===== config.mk =====
export PLATFORM = sky130hd
export DESIGN_NAME = format_specifier_scanner
export DESIGN_NICKNAME = d
export VERILOG_FILES = /design/src/hw/rtl/fss_pkg.sv /design/src/hw/rtl/format_specifier_scanner.sv /design/src/hw/rtl/fss_core.sv /design/src/hw/rtl/fss_out_reg.sv
export VERILOG_INCLUDE_DIRS = /design/src /design/src/hw/rtl
export SDC_FILE = /design/constraint.sdc
export NUM_CORES = 1
export LEC_CHECK = 0
export BUFFER_PORTS_ARGS = -buffer_cell sky130_fd_sc_hd__buf_2
export CORE_ASPECT_RATIO = 2
export CORE_MARGIN = 2
export CORE_UTILIZATION = 60
export DETAILED_ROUTE_END_ITERATION = 6
export PLACE_DENSITY = 0.81
export SLEW_MARGIN = 15
export SYNTH_ARGS = -nofsm -noshare
export SYNTH_HDL_FRONTEND = slang
export SYNTH_SLANG_ARGS = --single-unit

===== constraint.sdc =====
create_clock -name clk -period 15.18 [get_ports clk]
set_input_delay 2.277 -clock clk [delete_from_list [all_inputs] [get_ports clk]]
set_output_delay 2.277 -clock clk [all_outputs]
set_load 0.01 [all_outputs]

===== src/hw/rtl/format_specifier_scanner_macros.svh =====
// Assertion macros for the format specifier scanner.
// Used by RTL files that carry concurrent checks; expects clk and rst_n in scope.
`ifndef FORMAT_SPECIFIER_SCANNER_MACROS_SVH
`define FORMAT_SPECIFIER_SCANNER_MACROS_SVH

// Implication check sampled on clk, off during reset.
`define FSS_ASSERT(lbl, prop, msg) \
    lbl: assert property (@(posedge clk) disable iff (!rst_n) prop) else $error(msg);

// Plain condition check sampled on clk, off during reset.
`define FSS_CHECK(lbl, cond, msg) \
    lbl: assert property (@(posedge clk) disable iff (!rst_n) (cond)) else $error(msg);

`endif


===== src/hw/rtl/fss_pkg.sv =====
// Package for the format specifier scanner: result type, scan modes, character classes.
// No dependencies.
`default_nettype none

package fss_pkg;

    localparam int FSS_MAX_SPECS  = 32;
    localparam int FSS_TYPE_CHARS = 7;

    localparam int TYPE_BYTES = 7;
    localparam int TDATA_W    = 96;

    localparam logic [2:0] MODE_IDLE    = 3'd0;
    localparam logic [2:0] MODE_PERCENT = 3'd1;
    localparam logic [2:0] MODE_POSDIG  = 3'd2;
    localparam logic [2:0] MODE_FLAGS   = 3'd3;
    localparam logic [2:0] MODE_WIDTH   = 3'd4;
    localparam logic [2:0] MODE_PREC    = 3'd5;
    localparam logic [2:0] MODE_LENGTH  = 3'd6;
    localparam logic [2:0] MODE_STOPPED = 3'd7;

    localparam logic KIND_SPEC = 1'b0;
    localparam logic KIND_END  = 1'b1;

    localparam logic [7:0] CH_NUL     = 8'h00;
    localparam logic [7:0] CH_PERCENT = 8'h25;
    localparam logic [7:0] CH_DOLLAR  = 8'h24;
    localparam logic [7:0] CH_DOT     = 8'h2E;
    localparam logic [7:0] CH_ZERO    = 8'h30;

    typedef struct packed {
        logic                      kind;
        logic [5:0]                spec_number;
        logic [15:0]               start_offset;
        logic [7:0]                spec_length;
        logic                      positional;
        logic                      numeric;
        logic [2:0]                type_count;
        logic [8*TYPE_BYTES-1:0]   type_text;
    } fss_result_t;

    function automatic logic is_digit(input logic [7:0] c);
        return c inside {[8'h30:8'h39]};
    endfunction

    // - + space # 0 '
    function automatic logic is_flag(input logic [7:0] c);
        return c inside {8'h2D, 8'h2B, 8'h20, 8'h23, 8'h30, 8'h27};
    endfunction

    // h l L q j z t
    function automatic logic is_lenmod(input logic [7:0] c);
        return c inside {8'h68, 8'h6C, 8'h4C, 8'h71, 8'h6A, 8'h7A, 8'h74};
    endfunction

    // d i u f F e E g G a A
    function automatic logic is_numeric(input logic [7:0] c);
        return c inside {8'h64, 8'h69, 8'h75, 8'h66, 8'h46, 8'h65, 8'h45,
                         8'h67, 8'h47, 8'h61, 8'h41};
    endfunction

endpackage

`default_nettype wire


===== src/hw/rtl/format_specifier_scanner.sv =====
// Top level of the printf format specifier scanner: input register, scanner core,
// output register. Depends on fss_pkg, fss_core, fss_out_reg and the macros header.
//
//   channel   dir   tdata                        tuser
//   s_axis    in    char_in[7:0]                 -
//   m_axis    out   spec fields, 96 bits         kind
//
// One text byte per cycle sustained while m_axis does not stall; a byte's result
// passes from the input register into the output register. The core's state update
// is one short step per byte between the input register and the output register.
// rst_n clears the scanner state and both valid flags asynchronously.
// A stall on m_axis holds the byte in the input register; s_axis stalls only
// when that register and the output register are both full and m_axis_tready is low.
`default_nettype none
`include "format_specifier_scanner_macros.svh"

module format_specifier_scanner
    import fss_pkg::*;
#(
    parameter int MAX_SPECS  = FSS_MAX_SPECS,
    parameter int TYPE_CHARS = FSS_TYPE_CHARS
)
(
    input  wire logic                clk,
    input  wire logic                rst_n,
    input  wire logic                s_axis_tvalid,
    output logic                     s_axis_tready,
    input  wire logic [7:0]          s_axis_tdata,   // [7:0] char_in
    output logic                     m_axis_tvalid,
    input  wire logic                m_axis_tready,
    // [5:0] spec_number, [21:6] start_offset, [29:22] spec_length, [30] positional,
    // [31] numeric, [34:32] type_count, [90:35] type_text, [95:91] zero
    output logic [TDATA_W-1:0]       m_axis_tdata,
    output logic                     m_axis_tuser    // [0] kind
);

    logic        in_valid_reg, in_valid_next;
    logic [7:0]  in_byte_reg;
    logic        step;
    logic        free;
    logic        res_valid;
    fss_result_t res;
    fss_result_t out_data;

    assign step          = in_valid_reg && free;
    assign s_axis_tready = !in_valid_reg || step;
    assign in_valid_next = s_axis_tready ? s_axis_tvalid : in_valid_reg;

    always_ff @(posedge clk or negedge rst_n)
    begin
        if (!rst_n)
            in_valid_reg <= 1'b0;
        else
            in_valid_reg <= in_valid_next;
    end

    always_ff @(posedge clk)
    begin
        if (s_axis_tready && s_axis_tvalid)
            in_byte_reg <= s_axis_tdata;
    end

    fss_core #(
        .MAX_SPECS  (MAX_SPECS),
        .TYPE_CHARS (TYPE_CHARS)
    ) u_core (
        .clk       (clk),
        .rst_n     (rst_n),
        .step      (step),
        .char_in   (in_byte_reg),
        .res_valid (res_valid),
        .res       (res)
    );

    fss_out_reg u_out (
        .clk       (clk),
        .rst_n     (rst_n),
        .load      (step && res_valid),
        .load_data (res),
        .out_ready (m_axis_tready),
        .free      (free),
        .out_valid (m_axis_tvalid),
        .out_data  (out_data)
    );

    assign m_axis_tuser = out_data.kind;
    assign m_axis_tdata = {5'd0, out_data.type_text, out_data.type_count, out_data.numeric,
                           out_data.positional, out_data.spec_length,
                           out_data.start_offset, out_data.spec_number};

    `FSS_ASSERT(a_result_lands, step && res_valid |=> m_axis_tvalid, "result not registered")
    `FSS_ASSERT(a_hold_byte, in_valid_reg && !step |=> in_valid_reg && $stable(in_byte_reg),
                "input byte lost")
    `FSS_ASSERT(a_nul_ends, step && in_byte_reg == CH_NUL |-> res_valid && res.kind == KIND_END,
                "zero byte gave no end result")
    `FSS_CHECK(a_end_clean, !(m_axis_tvalid && m_axis_tuser) || m_axis_tdata[95:6] == '0,
               "end result carries spec fields")

endmodule

`default_nettype wire


===== src/hw/rtl/fss_core.sv =====
// Scanner state and per-byte transition logic; emits at most one result per byte.
// Depends on fss_pkg.
`default_nettype none

module fss_core
    import fss_pkg::*;
#(
    parameter int MAX_SPECS  = FSS_MAX_SPECS,
    parameter int TYPE_CHARS = FSS_TYPE_CHARS
)
(
    input  wire logic        clk,
    input  wire logic        rst_n,
    input  wire logic        step,
    input  wire logic [7:0]  char_in,
    output logic             res_valid,
    output fss_result_t      res
);

    logic [2:0]              mode_reg,   mode_next;
    logic [15:0]             offset_reg, offset_next;
    logic [15:0]             start_reg,  start_next;
    logic [7:0]              length_reg, length_next;
    logic [5:0]              count_reg,  count_next;
    logic                    pos_reg,    pos_next;
    logic                    ozd_reg,    ozd_next;
    logic [8*TYPE_BYTES-1:0] tbuf_reg,   tbuf_next;
    logic [2:0]              tfill_reg,  tfill_next;

    logic                    run_spec;
    logic                    clr_type;
    logic                    stay;
    logic [2:0]              spec_mode;
    logic [7:0]              length_sat;

    assign length_sat = (length_reg == 8'hFF) ? length_reg : length_reg + 8'd1;

    always_comb
    begin
        mode_next   = mode_reg;
        offset_next = offset_reg;
        start_next  = start_reg;
        length_next = length_reg;
        count_next  = count_reg;
        pos_next    = pos_reg;
        ozd_next    = ozd_reg;
        tbuf_next   = tbuf_reg;
        tfill_next  = tfill_reg;
        run_spec    = 1'b0;
        clr_type    = 1'b0;
        stay        = 1'b0;
        spec_mode   = MODE_FLAGS;
        res_valid   = 1'b0;
        res         = '0;

        if (char_in == CH_NUL)
        begin
            res_valid       = 1'b1;
            res.kind        = KIND_END;
            res.spec_number = count_reg;
            mode_next       = MODE_IDLE;
            offset_next     = '0;
            start_next      = '0;
            length_next     = '0;
            count_next      = '0;
            pos_next        = 1'b0;
            ozd_next        = 1'b1;
            tbuf_next       = '0;
            tfill_next      = '0;
        end
        else
        begin
            case (mode_reg)
                MODE_IDLE:
                begin
                    if (char_in == CH_PERCENT)
                    begin
                        start_next  = offset_reg;
                        length_next = 8'd1;
                        mode_next   = MODE_PERCENT;
                    end
                end
                MODE_PERCENT:
                begin
                    if (char_in == CH_PERCENT)
                    begin
                        mode_next = MODE_IDLE;
                    end
                    else if (count_reg >= 6'(MAX_SPECS))
                    begin
                        mode_next = MODE_STOPPED;
                    end
                    else
                    begin
                        pos_next    = 1'b0;
                        clr_type    = 1'b1;
                        length_next = length_sat;
                        if (is_digit(char_in))
                        begin
                            ozd_next  = (char_in == CH_ZERO);
                            mode_next = MODE_POSDIG;
                        end
                        else
                        begin
                            ozd_next  = 1'b1;
                            run_spec  = 1'b1;
                            spec_mode = MODE_FLAGS;
                        end
                    end
                end
                MODE_POSDIG:
                begin
                    length_next = length_sat;
                    if (is_digit(char_in))
                    begin
                        if (char_in != CH_ZERO)
                        begin
                            ozd_next = 1'b0;
                        end
                    end
                    else if (char_in == CH_DOLLAR)
                    begin
                        pos_next  = 1'b1;
                        mode_next = MODE_FLAGS;
                    end
                    else
                    begin
                        run_spec  = 1'b1;
                        spec_mode = ozd_reg ? MODE_FLAGS : MODE_WIDTH;
                    end
                end
                MODE_FLAGS, MODE_WIDTH, MODE_PREC, MODE_LENGTH:
                begin
                    length_next = length_sat;
                    run_spec    = 1'b1;
                    spec_mode   = mode_reg;
                end
                MODE_STOPPED:
                begin
                end
                default:
                begin
                    mode_next = MODE_IDLE;
                end
            endcase

            if (offset_reg != 16'hFFFF)
            begin
                offset_next = offset_reg + 16'd1;
            end

            if (clr_type)
            begin
                tbuf_next  = '0;
                tfill_next = '0;
            end

            if (run_spec)
            begin
                if (spec_mode == MODE_FLAGS)
                begin
                    if (is_flag(char_in))
                        stay = 1'b1;
                    else
                        spec_mode = MODE_WIDTH;
                end
                if (!stay && spec_mode == MODE_WIDTH)
                begin
                    if (is_digit(char_in))
                    begin
                        stay = 1'b1;
                    end
                    else if (char_in == CH_DOT)
                    begin
                        spec_mode = MODE_PREC;
                        stay      = 1'b1;
                    end
                    else
                    begin
                        spec_mode = MODE_LENGTH;
                    end
                end
                else if (!stay && spec_mode == MODE_PREC)
                begin
                    if (is_digit(char_in))
                        stay = 1'b1;
                    else
                        spec_mode = MODE_LENGTH;
                end

                if (stay)
                begin
                    mode_next = spec_mode;
                end
                else
                begin
                    if (tfill_next < 3'(TYPE_CHARS))
                    begin
                        for (int k = 0; k < TYPE_BYTES; k++)
                        begin
                            if (tfill_next == 3'(k))
                                tbuf_next[8*k +: 8] = char_in;
                        end
                        tfill_next = tfill_next + 3'd1;
                    end
                    if (is_lenmod(char_in))
                    begin
                        mode_next = MODE_LENGTH;
                    end
                    else
                    begin
                        res_valid        = 1'b1;
                        res.kind         = KIND_SPEC;
                        res.spec_number  = count_reg;
                        res.start_offset = start_reg;
                        res.spec_length  = length_next;
                        res.positional   = pos_next;
                        res.numeric      = is_numeric(char_in);
                        res.type_count   = tfill_next;
                        res.type_text    = tbuf_next;
                        count_next       = count_reg + 6'd1;
                        mode_next        = MODE_IDLE;
                    end
                end
            end
        end
    end

    always_ff @(posedge clk or negedge rst_n)
    begin
        if (!rst_n)
        begin
            mode_reg   <= MODE_IDLE;
            offset_reg <= '0;
            start_reg  <= '0;
            length_reg <= '0;
            count_reg  <= '0;
            pos_reg    <= 1'b0;
            ozd_reg    <= 1'b1;
            tbuf_reg   <= '0;
            tfill_reg  <= '0;
        end
        else if (step)
        begin
            mode_reg   <= mode_next;
            offset_reg <= offset_next;
            start_reg  <= start_next;
            length_reg <= length_next;
            count_reg  <= count_next;
            pos_reg    <= pos_next;
            ozd_reg    <= ozd_next;
            tbuf_reg   <= tbuf_next;
            tfill_reg  <= tfill_next;
        end
    end

endmodule

`default_nettype wire


===== src/hw/rtl/fss_out_reg.sv =====
// Output result register for the format specifier scanner.
// Depends on fss_pkg.
`default_nettype none

module fss_out_reg
    import fss_pkg::*;
(
    input  wire logic        clk,
    input  wire logic        rst_n,
    input  wire logic        load,
    input  wire fss_result_t load_data,
    input  wire logic        out_ready,
    output logic             free,
    output logic             out_valid,
    output fss_result_t      out_data
);

    logic        valid_reg, valid_next;
    fss_result_t data_reg;

    assign free       = !valid_reg || out_ready;
    assign valid_next = load ? 1'b1 : (out_ready ? 1'b0 : valid_reg);
    assign out_valid  = valid_reg;
    assign out_data   = data_reg;

    always_ff @(posedge clk or negedge rst_n)
    begin
        if (!rst_n)
            valid_reg <= 1'b0;
        else
            valid_reg <= valid_next;
    end

    always_ff @(posedge clk)
    begin
        if (load)
            data_reg <= load_data;
    end

endmodule

`default_nettype wire


==> results by group, run 1 <==
Floorplan
  • Core area: 0.0166 mm2
  • Die area: 0.0180 mm2
  • Die width: approximately 96 um
  • IO Pins: about 110
  • Row Count: 67
  • Die height: 188 um
  • Initial Util: about three fifths

Detailed routing
  • Drt total wl: approximately 24000 um
  • Drt first pass iters: 5
  • Routed length per instance: 18.0 um
  • DRT antenna net count: 0
  • DRT iter0 DRCs: 786
  • Post-route DRC: 0
  • Number of vias per cell: 6.22
  • Vias: 8192

Global routing
  • Largest net degree at the start of global routing: 78
  • Initial antenna violation count: 1
  • Total GRT Usage: 26.9%
  • Global-route wire length before repair: 38800 um
  • Vias in the first global route: 7828
  • Grt ovf: 0

Logic synthesis
  • Synth Area in Compound Gates: 13.0%
  • Number of synthesized flops with an enable pin: 100
  • Async S/R FF share, synth: a little over half
  • Avg Inst Size Synth: 9.75 um2
  • YS warnings: 0
  • Flops & latches, synth: 212
  • Ys flop type: dfrtp_1
  • Area of the mapped netlist: between 0.01 and 0.015 mm2
  • Mux contribution to synthesized area: 0.198%
  • Main combinational cell family by area after synthesis: simple AND/OR/NAND/NOR gates
  • Synth Area in XOR/XNOR: 1.30%
  • Simple-gate portion of the synthesized area: 22.2%
  • Synth Area in Adders: 1.11%
  • Post-Syn Instances: 1038
  • Sequential share of the synthesized area: around 57%
  • Synth cell types: 66

Power
  • Tot Pwr: 2170 uW
  • VDD IR max: approximately 0.00014 V
  • Power Density: between 150 and 200 mW/mm2
  • Leak: ~0.0046 uW

CTS
  • CTS tree: yes
  • Setup repair bufs after CTS: 0
  • Hold buffer count at cts: 0
  • Worst-case clock buffer depth: 3
  • Total CTS buffers: 19
  • Clock transition at path regs: 0.06 ns
  • Post-cts gate resize count: 0
  • Sinks on the clock net: 212
  • Worst skew pair latency: 0.50 ns
  • Root buf cell: clkbuf_16
  • H-tree depth: 1

STA
  • Setup Skew: around 0.019 ns
  • Min Tclk post-route: 5.04 ns
  • Fin Setup TNS: 0 ns
  • Final hold viol count: 0
  • Max Freq: 198 MHz
  • Worst-margin pin slew: 1.13 ns
  • Worst slew margin: 24.7%
  • Final Max Slew Viols: 0
  • Unrepaired setup endpoints after global routing: no
  • Setup Viol. Count Final: 0
  • Tcrit/Tclk final: 33.2%
  • Worst hold slack: 0.462 ns

Cells and area
  • Most frequent cells in the layout: nand2_1 (197), nand3_1 (132), dfrtp_1 (111), buf_2 (104), edfxtp_1 (100)
  • Layout Nets: approximately 1100
  • Layout area overhead: 11.1%
  • Layout cell share with drive strength beyond 1: roughly 15%
  • Commonest non-fill, non-tap cell in the layout: nand2_1
  • Max reg flops: 92

Setup path
  • Crit start category: input pin
  • Crit-path slowest cell: buf_2
  • Arrival @ worst endpoint: 2.77 ns
  • Crit path kind: in -> out
  • Most frequent CP cell: buf_2
  • Crit-path max cell delay: 0.15 ns
  • Worst Setup End Kind: output port
  • CP max FO: 3
  • Worst path cell trace: buf_2 > nor2b_1 > nand2_1 > buf_2
  • CP required: 12.90 ns

Run
  • Max-Cap Viols: 0

Placement
  • DP Wirelength: 14100 um
  • Placer Congestion: around 0.9
  • Port bufs: 105

Hold path
  • HP Class: reg -> reg

Status
  • Status: finished clean
==> cells in the mapped netlist (3+ instances only) <==
library cell	instances	area share, %
a211o_1	5	0.43
a21oi_1	79	3.9
a22o_1	4	0.35
a22oi_1	3	0.22
a32o_1	5	0.49
and2_1	17	1.1
and3_1	24	1.5
buf_2	33	1.6
buf_4	8	0.59
buf_6	5	0.56
clkbuf_1	36	1.3
dfrtp_1	111	27
edfxtp_1	100	30
ha_1	9	1.1
inv_1	16	0.59
nand2_1	199	7.4
nand2b_1	9	0.56
nand3_1	132	6.5
nand4_1	11	0.68
nor2_1	46	1.7
nor2b_1	6	0.37
nor3_1	5	0.25
nor4_1	7	0.43
o2111ai_1	3	0.26
o211a_1	3	0.30
o21ai_0	42	2.1
o21ai_1	50	2.5
o21bai_1	3	0.22
o22ai_1	3	0.19
o31ai_1	4	0.30
or2_2	3	0.19
xnor2_1	4	0.35
xor2_1	11	0.95
==> worst max-delay path, delay by kind of cell <==
family,cells,cell delay (ns)
buf+inv,2,0.25
simple gates,2,0.24
==> area by class of cell <==
cell class,count,area [um2]
fillers,1275,5360
multi-input cells,731,3870
inverters,16,60.1
clock inverters,9,108
diodes,1,2.50
repair buffers,116,611
well taps,207,259
clock buffers,25,528
flip-flops and latches,212,5810
==> cells by family (layout without fill, tap and decap cells) <==
| logic type | count (synthesis) | after routing |
|---|---|---|
| AO/OA/AOI/OAI | 225 | 225 |
| XOR/XNOR | 15 | 15 |
| adder cells (fa/ha/maj) | 9 | 9 |
| buffers and inverters | 99 | 166 |
| flip-flops | 212 | 212 |
| multiplexers | 2 | 2 |
| other | 1 | 6 |
| AND/OR/NAND/NOR | 475 | 475 |
==> metrics by stage <==
stage	instance area [um2]	util, %	setup slack (ns)	instances
finish	11200	67.7	10.14	1317
global route	11200	67.7	10.08	1317
CTS	11200	67.7	10.12	1316
detailed placement	10600	63.9	10.13	1282
global placement	10600	63.9	10.12	1282
floorplan	10100	-	7.32	1042
==> metal layers <==
| layer | routed length (um) | track usage [%] |
|---|---|---|
| met4 | 959 | 11.9 |
| met1 | 9590 | 38.1 |
| met3 | 1570 | 3.54 |
| met5 | 0 | 0 |
| met2 | 11500 | 41.7 |
==> final timing paths <==
check,from,to,slack (ns),cells past startpoint
min in group asynchronous,rst_n,u_core.tbuf_reg[39],1.75,1
setup / recovery,m_axis_tready,s_axis_tready,10.14,4
setup reg to reg,in_byte_reg[2],u_core.tbuf_reg[54],10.44,11
hold reg to reg,u_core.ozd_reg,u_core.ozd_reg,0.46,2
hold / removal,u_core.ozd_reg,u_core.ozd_reg,0.46,2
max in group asynchronous,rst_n,u_out.out_valid,12.06,2
==> power by group <==
part,internal (uW),switching [uW]
clock,282,211
combinational,234,507
sequential,822,112
No activity file was read; power rests on OpenSTA's default activity.
==> run 2, diff against run 1 <==
--- a/config.mk
+++ b/config.mk
@@ -9,9 +9,9 @@
 export BUFFER_PORTS_ARGS = -buffer_cell sky130_fd_sc_hd__buf_2
 export CORE_ASPECT_RATIO = 2
 export CORE_MARGIN = 2
-export CORE_UTILIZATION = 60
+export CORE_UTILIZATION = 53
 export DETAILED_ROUTE_END_ITERATION = 6
-export PLACE_DENSITY = 0.81
+export PLACE_DENSITY = 0.76
 export SLEW_MARGIN = 15
 export SYNTH_ARGS = -nofsm -noshare
 export SYNTH_HDL_FRONTEND = slang
==> constraint.sdc (replaced) <==
create_clock -name clk -period 4.32 [get_ports clk]
set_input_delay 0.648 -clock clk [delete_from_list [all_inputs] [get_ports clk]]
set_output_delay 0.648 -clock clk [all_outputs]
set_load 0.01 [all_outputs]
==> results by group, run 2 (same netlist as run 1, synthesis figures left out) <==
Power
  • Power Density: 675 mW/mm2 (+250%)
  • Comb power frac: 35.6% (+1.4 points)
  • P_sw: 2940 uW (+250%)
  • Internal power: 4830 uW (+260%)
  • VDD IR max: 0.000432 V (+210%)
  • Sequential power share: 42.0% (-1.1 points)
  • Leak: 0.00470 uW (+2.8%)
  • Clk pwr share: 22.4% (-0.3 points)
  • Sw frac: 37.9% (-0.39 points)

Floorplan
  • Die height: 199 um (+6.3%)
  • Die width: 102 um (+6.1%)
  • Initial Util: 54.0% (-7.0 points)
  • Core area: 0.0187 mm2 (+13%)
  • Row Count: 71 (+6.0%)
  • IO Pins: 111 (unchanged)
  • Die area: 0.0203 mm2 (+13%)

Setup path
  • Most frequent CP cell: and2_1
  • Worst Setup End Kind: flop
  • Crit start category: flop
  • Top cell family by delay on the critical path: simple AND/OR/NAND/NOR gates
  • Worst path cell trace: nor4b_2 > a21oi_2 > nand2_2 > buf_4 > nand2_1 > ha_1 > and2_1 > and2_1 > o21ai_1
  • WP buf/inv: 1 (-1)
  • Crit-path slowest cell: edfxtp_1
  • CP required: 4.75 ns (-8.15 ns)
  • Crit-path max cell delay: 0.76 ns (+0.61 ns)
  • CP max FO: 51 (+48)
  • Crit path kind: reg -> reg
  • Arrival @ worst endpoint: 3.94 ns (+1.17 ns)

CTS
  • Clock transition at path regs: 0.07 ns (about the same)
  • Hold buffer count at cts: 0 (unchanged)
  • Worst-case clock buffer depth: 3 (unchanged)
  • Sinks on the clock net: 212 (unchanged)
  • Worst skew pair latency: 0.50 ns (about the same)
  • Total CTS buffers: 19 (unchanged)
  • Root buf cell: clkbuf_16
  • CTS tree: yes
  • Post-cts gate resize count: 0 (unchanged)
  • H-tree depth: 1 (unchanged)
  • Setup repair bufs after CTS: 0 (unchanged)

Global routing
  • Vias in the first global route: 8033 (+2.6%)
  • Global-route wire length before repair: 40600 um (+4.7%)
  • Grt ovf: 0 (unchanged)
  • Largest net degree at the start of global routing: 71 (-9.0%)
  • Total GRT Usage: 25.3% (-1.6 points)
  • Initial antenna violation count: 0 (-1)

STA
  • Fin Setup TNS: 0 ns (unchanged)
  • Final hold viol count: 0 (unchanged)
  • Worst-margin pin slew: 0.905 ns (-0.224 ns)
  • Unrepaired setup endpoints after global routing: no
  • Min Tclk post-route: between 3 and 4 ns
  • Final Max Slew Viols: 0 (unchanged)
  • Setup Viol. Count Final: 0 (unchanged)
  • Tcrit/Tclk final: 81.3%
  • Max Freq: about 280 MHz
  • Setup Skew: 0.0174 ns (-0.00172 ns)
  • Setup ws final: 0.807 ns (-9.33 ns)
  • Worst slew margin: 39.6% (+15 points)

Cells and area
  • Cell Count, Final, Fillers Out: 1385 (+5.2%)
  • Layout area overhead: 13.7%
  • Layout Nets: 1138 (+1.9%)
  • Layout cell share with drive strength beyond 1: 16.4% (+1.6 points)
  • Cell area after layout: 0.0115 mm2 (+2.4%)
  • Commonest non-fill, non-tap cell in the layout: nand2_1
  • Diodes inserted: 0 (-1)
  • Layout Utilization: 61.4% (-6.3 points)
  • Most frequent cells in the layout: nand2_1 (197), nand3_1 (132), dfrtp_1 (111), buf_2 (104), edfxtp_1 (100)
  • Max reg flops: 92 (unchanged)

Placement
  • Placed insts: 1351 (+5.4%)
  • Placer Congestion: 0.914 (-0.14%)
  • Area of placed instances: 0.0109 mm2 (+2.5%)
  • Port bufs: 105 (unchanged)
  • Pre-CTS setup slack: 0.844 ns (-9.29 ns)
  • DP Wirelength: 17000 um (+20%)

Detailed routing
  • DRT antenna net count: 0 (unchanged)
  • DRT iter0 DRCs: 483 (-39%)
  • Vias: 8091 (-1.2%)
  • Routed length per instance: 18.1 um (+0.65%)
  • Number of vias per cell: 5.84 (-6.1%)
  • Post-route DRC: 0 (unchanged)
  • Drt total wl: 25000 um (+5.8%)
  • Drt first pass iters: 5 (unchanged)

Hold path
  • HP Class: in -> async

Status
  • Status: finished clean

Run
  • Max-Cap Viols: 0 (unchanged)
## run 2: final timing paths
kind,to,depth (start not counted),from,slack [ns]
max,u_core.tbuf_reg[30],9,in_byte_reg[1],0.81
min,u_core.count_reg[5],1,rst_n,0.21
max reg2reg,u_core.tbuf_reg[30],9,in_byte_reg[1],0.81
min reg2reg,u_core.ozd_reg,2,u_core.ozd_reg,0.47
max in group asynchronous,u_core.ozd_reg,2,rst_n,3.30
min in group clk,in_byte_reg[0],1,s_axis_tdata[0],0.32
## run 2: cell type report
class                   instances  area, um2
clock buffers                  26        546
clock inverters                 8       96.3
fillers                      1591       7230
inverters                      16       60.1
multi-input cells             731       3860
flip-flops and latches        212       5810
well taps                     255        319
repair buffers                137        818
## run 2: through the flow
step / power, uW / hold slack [ns]
after global routing: 8250 / 0.265
after CTS: 7790 / 0.230
after global placement: 5980 / 0.454
after detailed placement: 6050 / 0.459
after floorplan: 5130 / 0.352
final: 7770 / 0.214
## run 2: power by group through the flow
stage	sequential [uW]	combinational, uW	clock [uW]
global placement	3280	2710	0
detailed placement	3290	2760	0
finish	3260	2760	1740
CTS	3250	2770	1770
global route	3330	3070	1850
floorplan	3320	1800	0
## run 2: layer usage
layer	wire [um]	global-route usage [%]	vias to the layer above
li1	-	-	3812
met4	1150	13.0	0
met3	1210	2.62	77
met5	0	0	-
met2	13700	45.7	300
met1	8930	29.0	3902
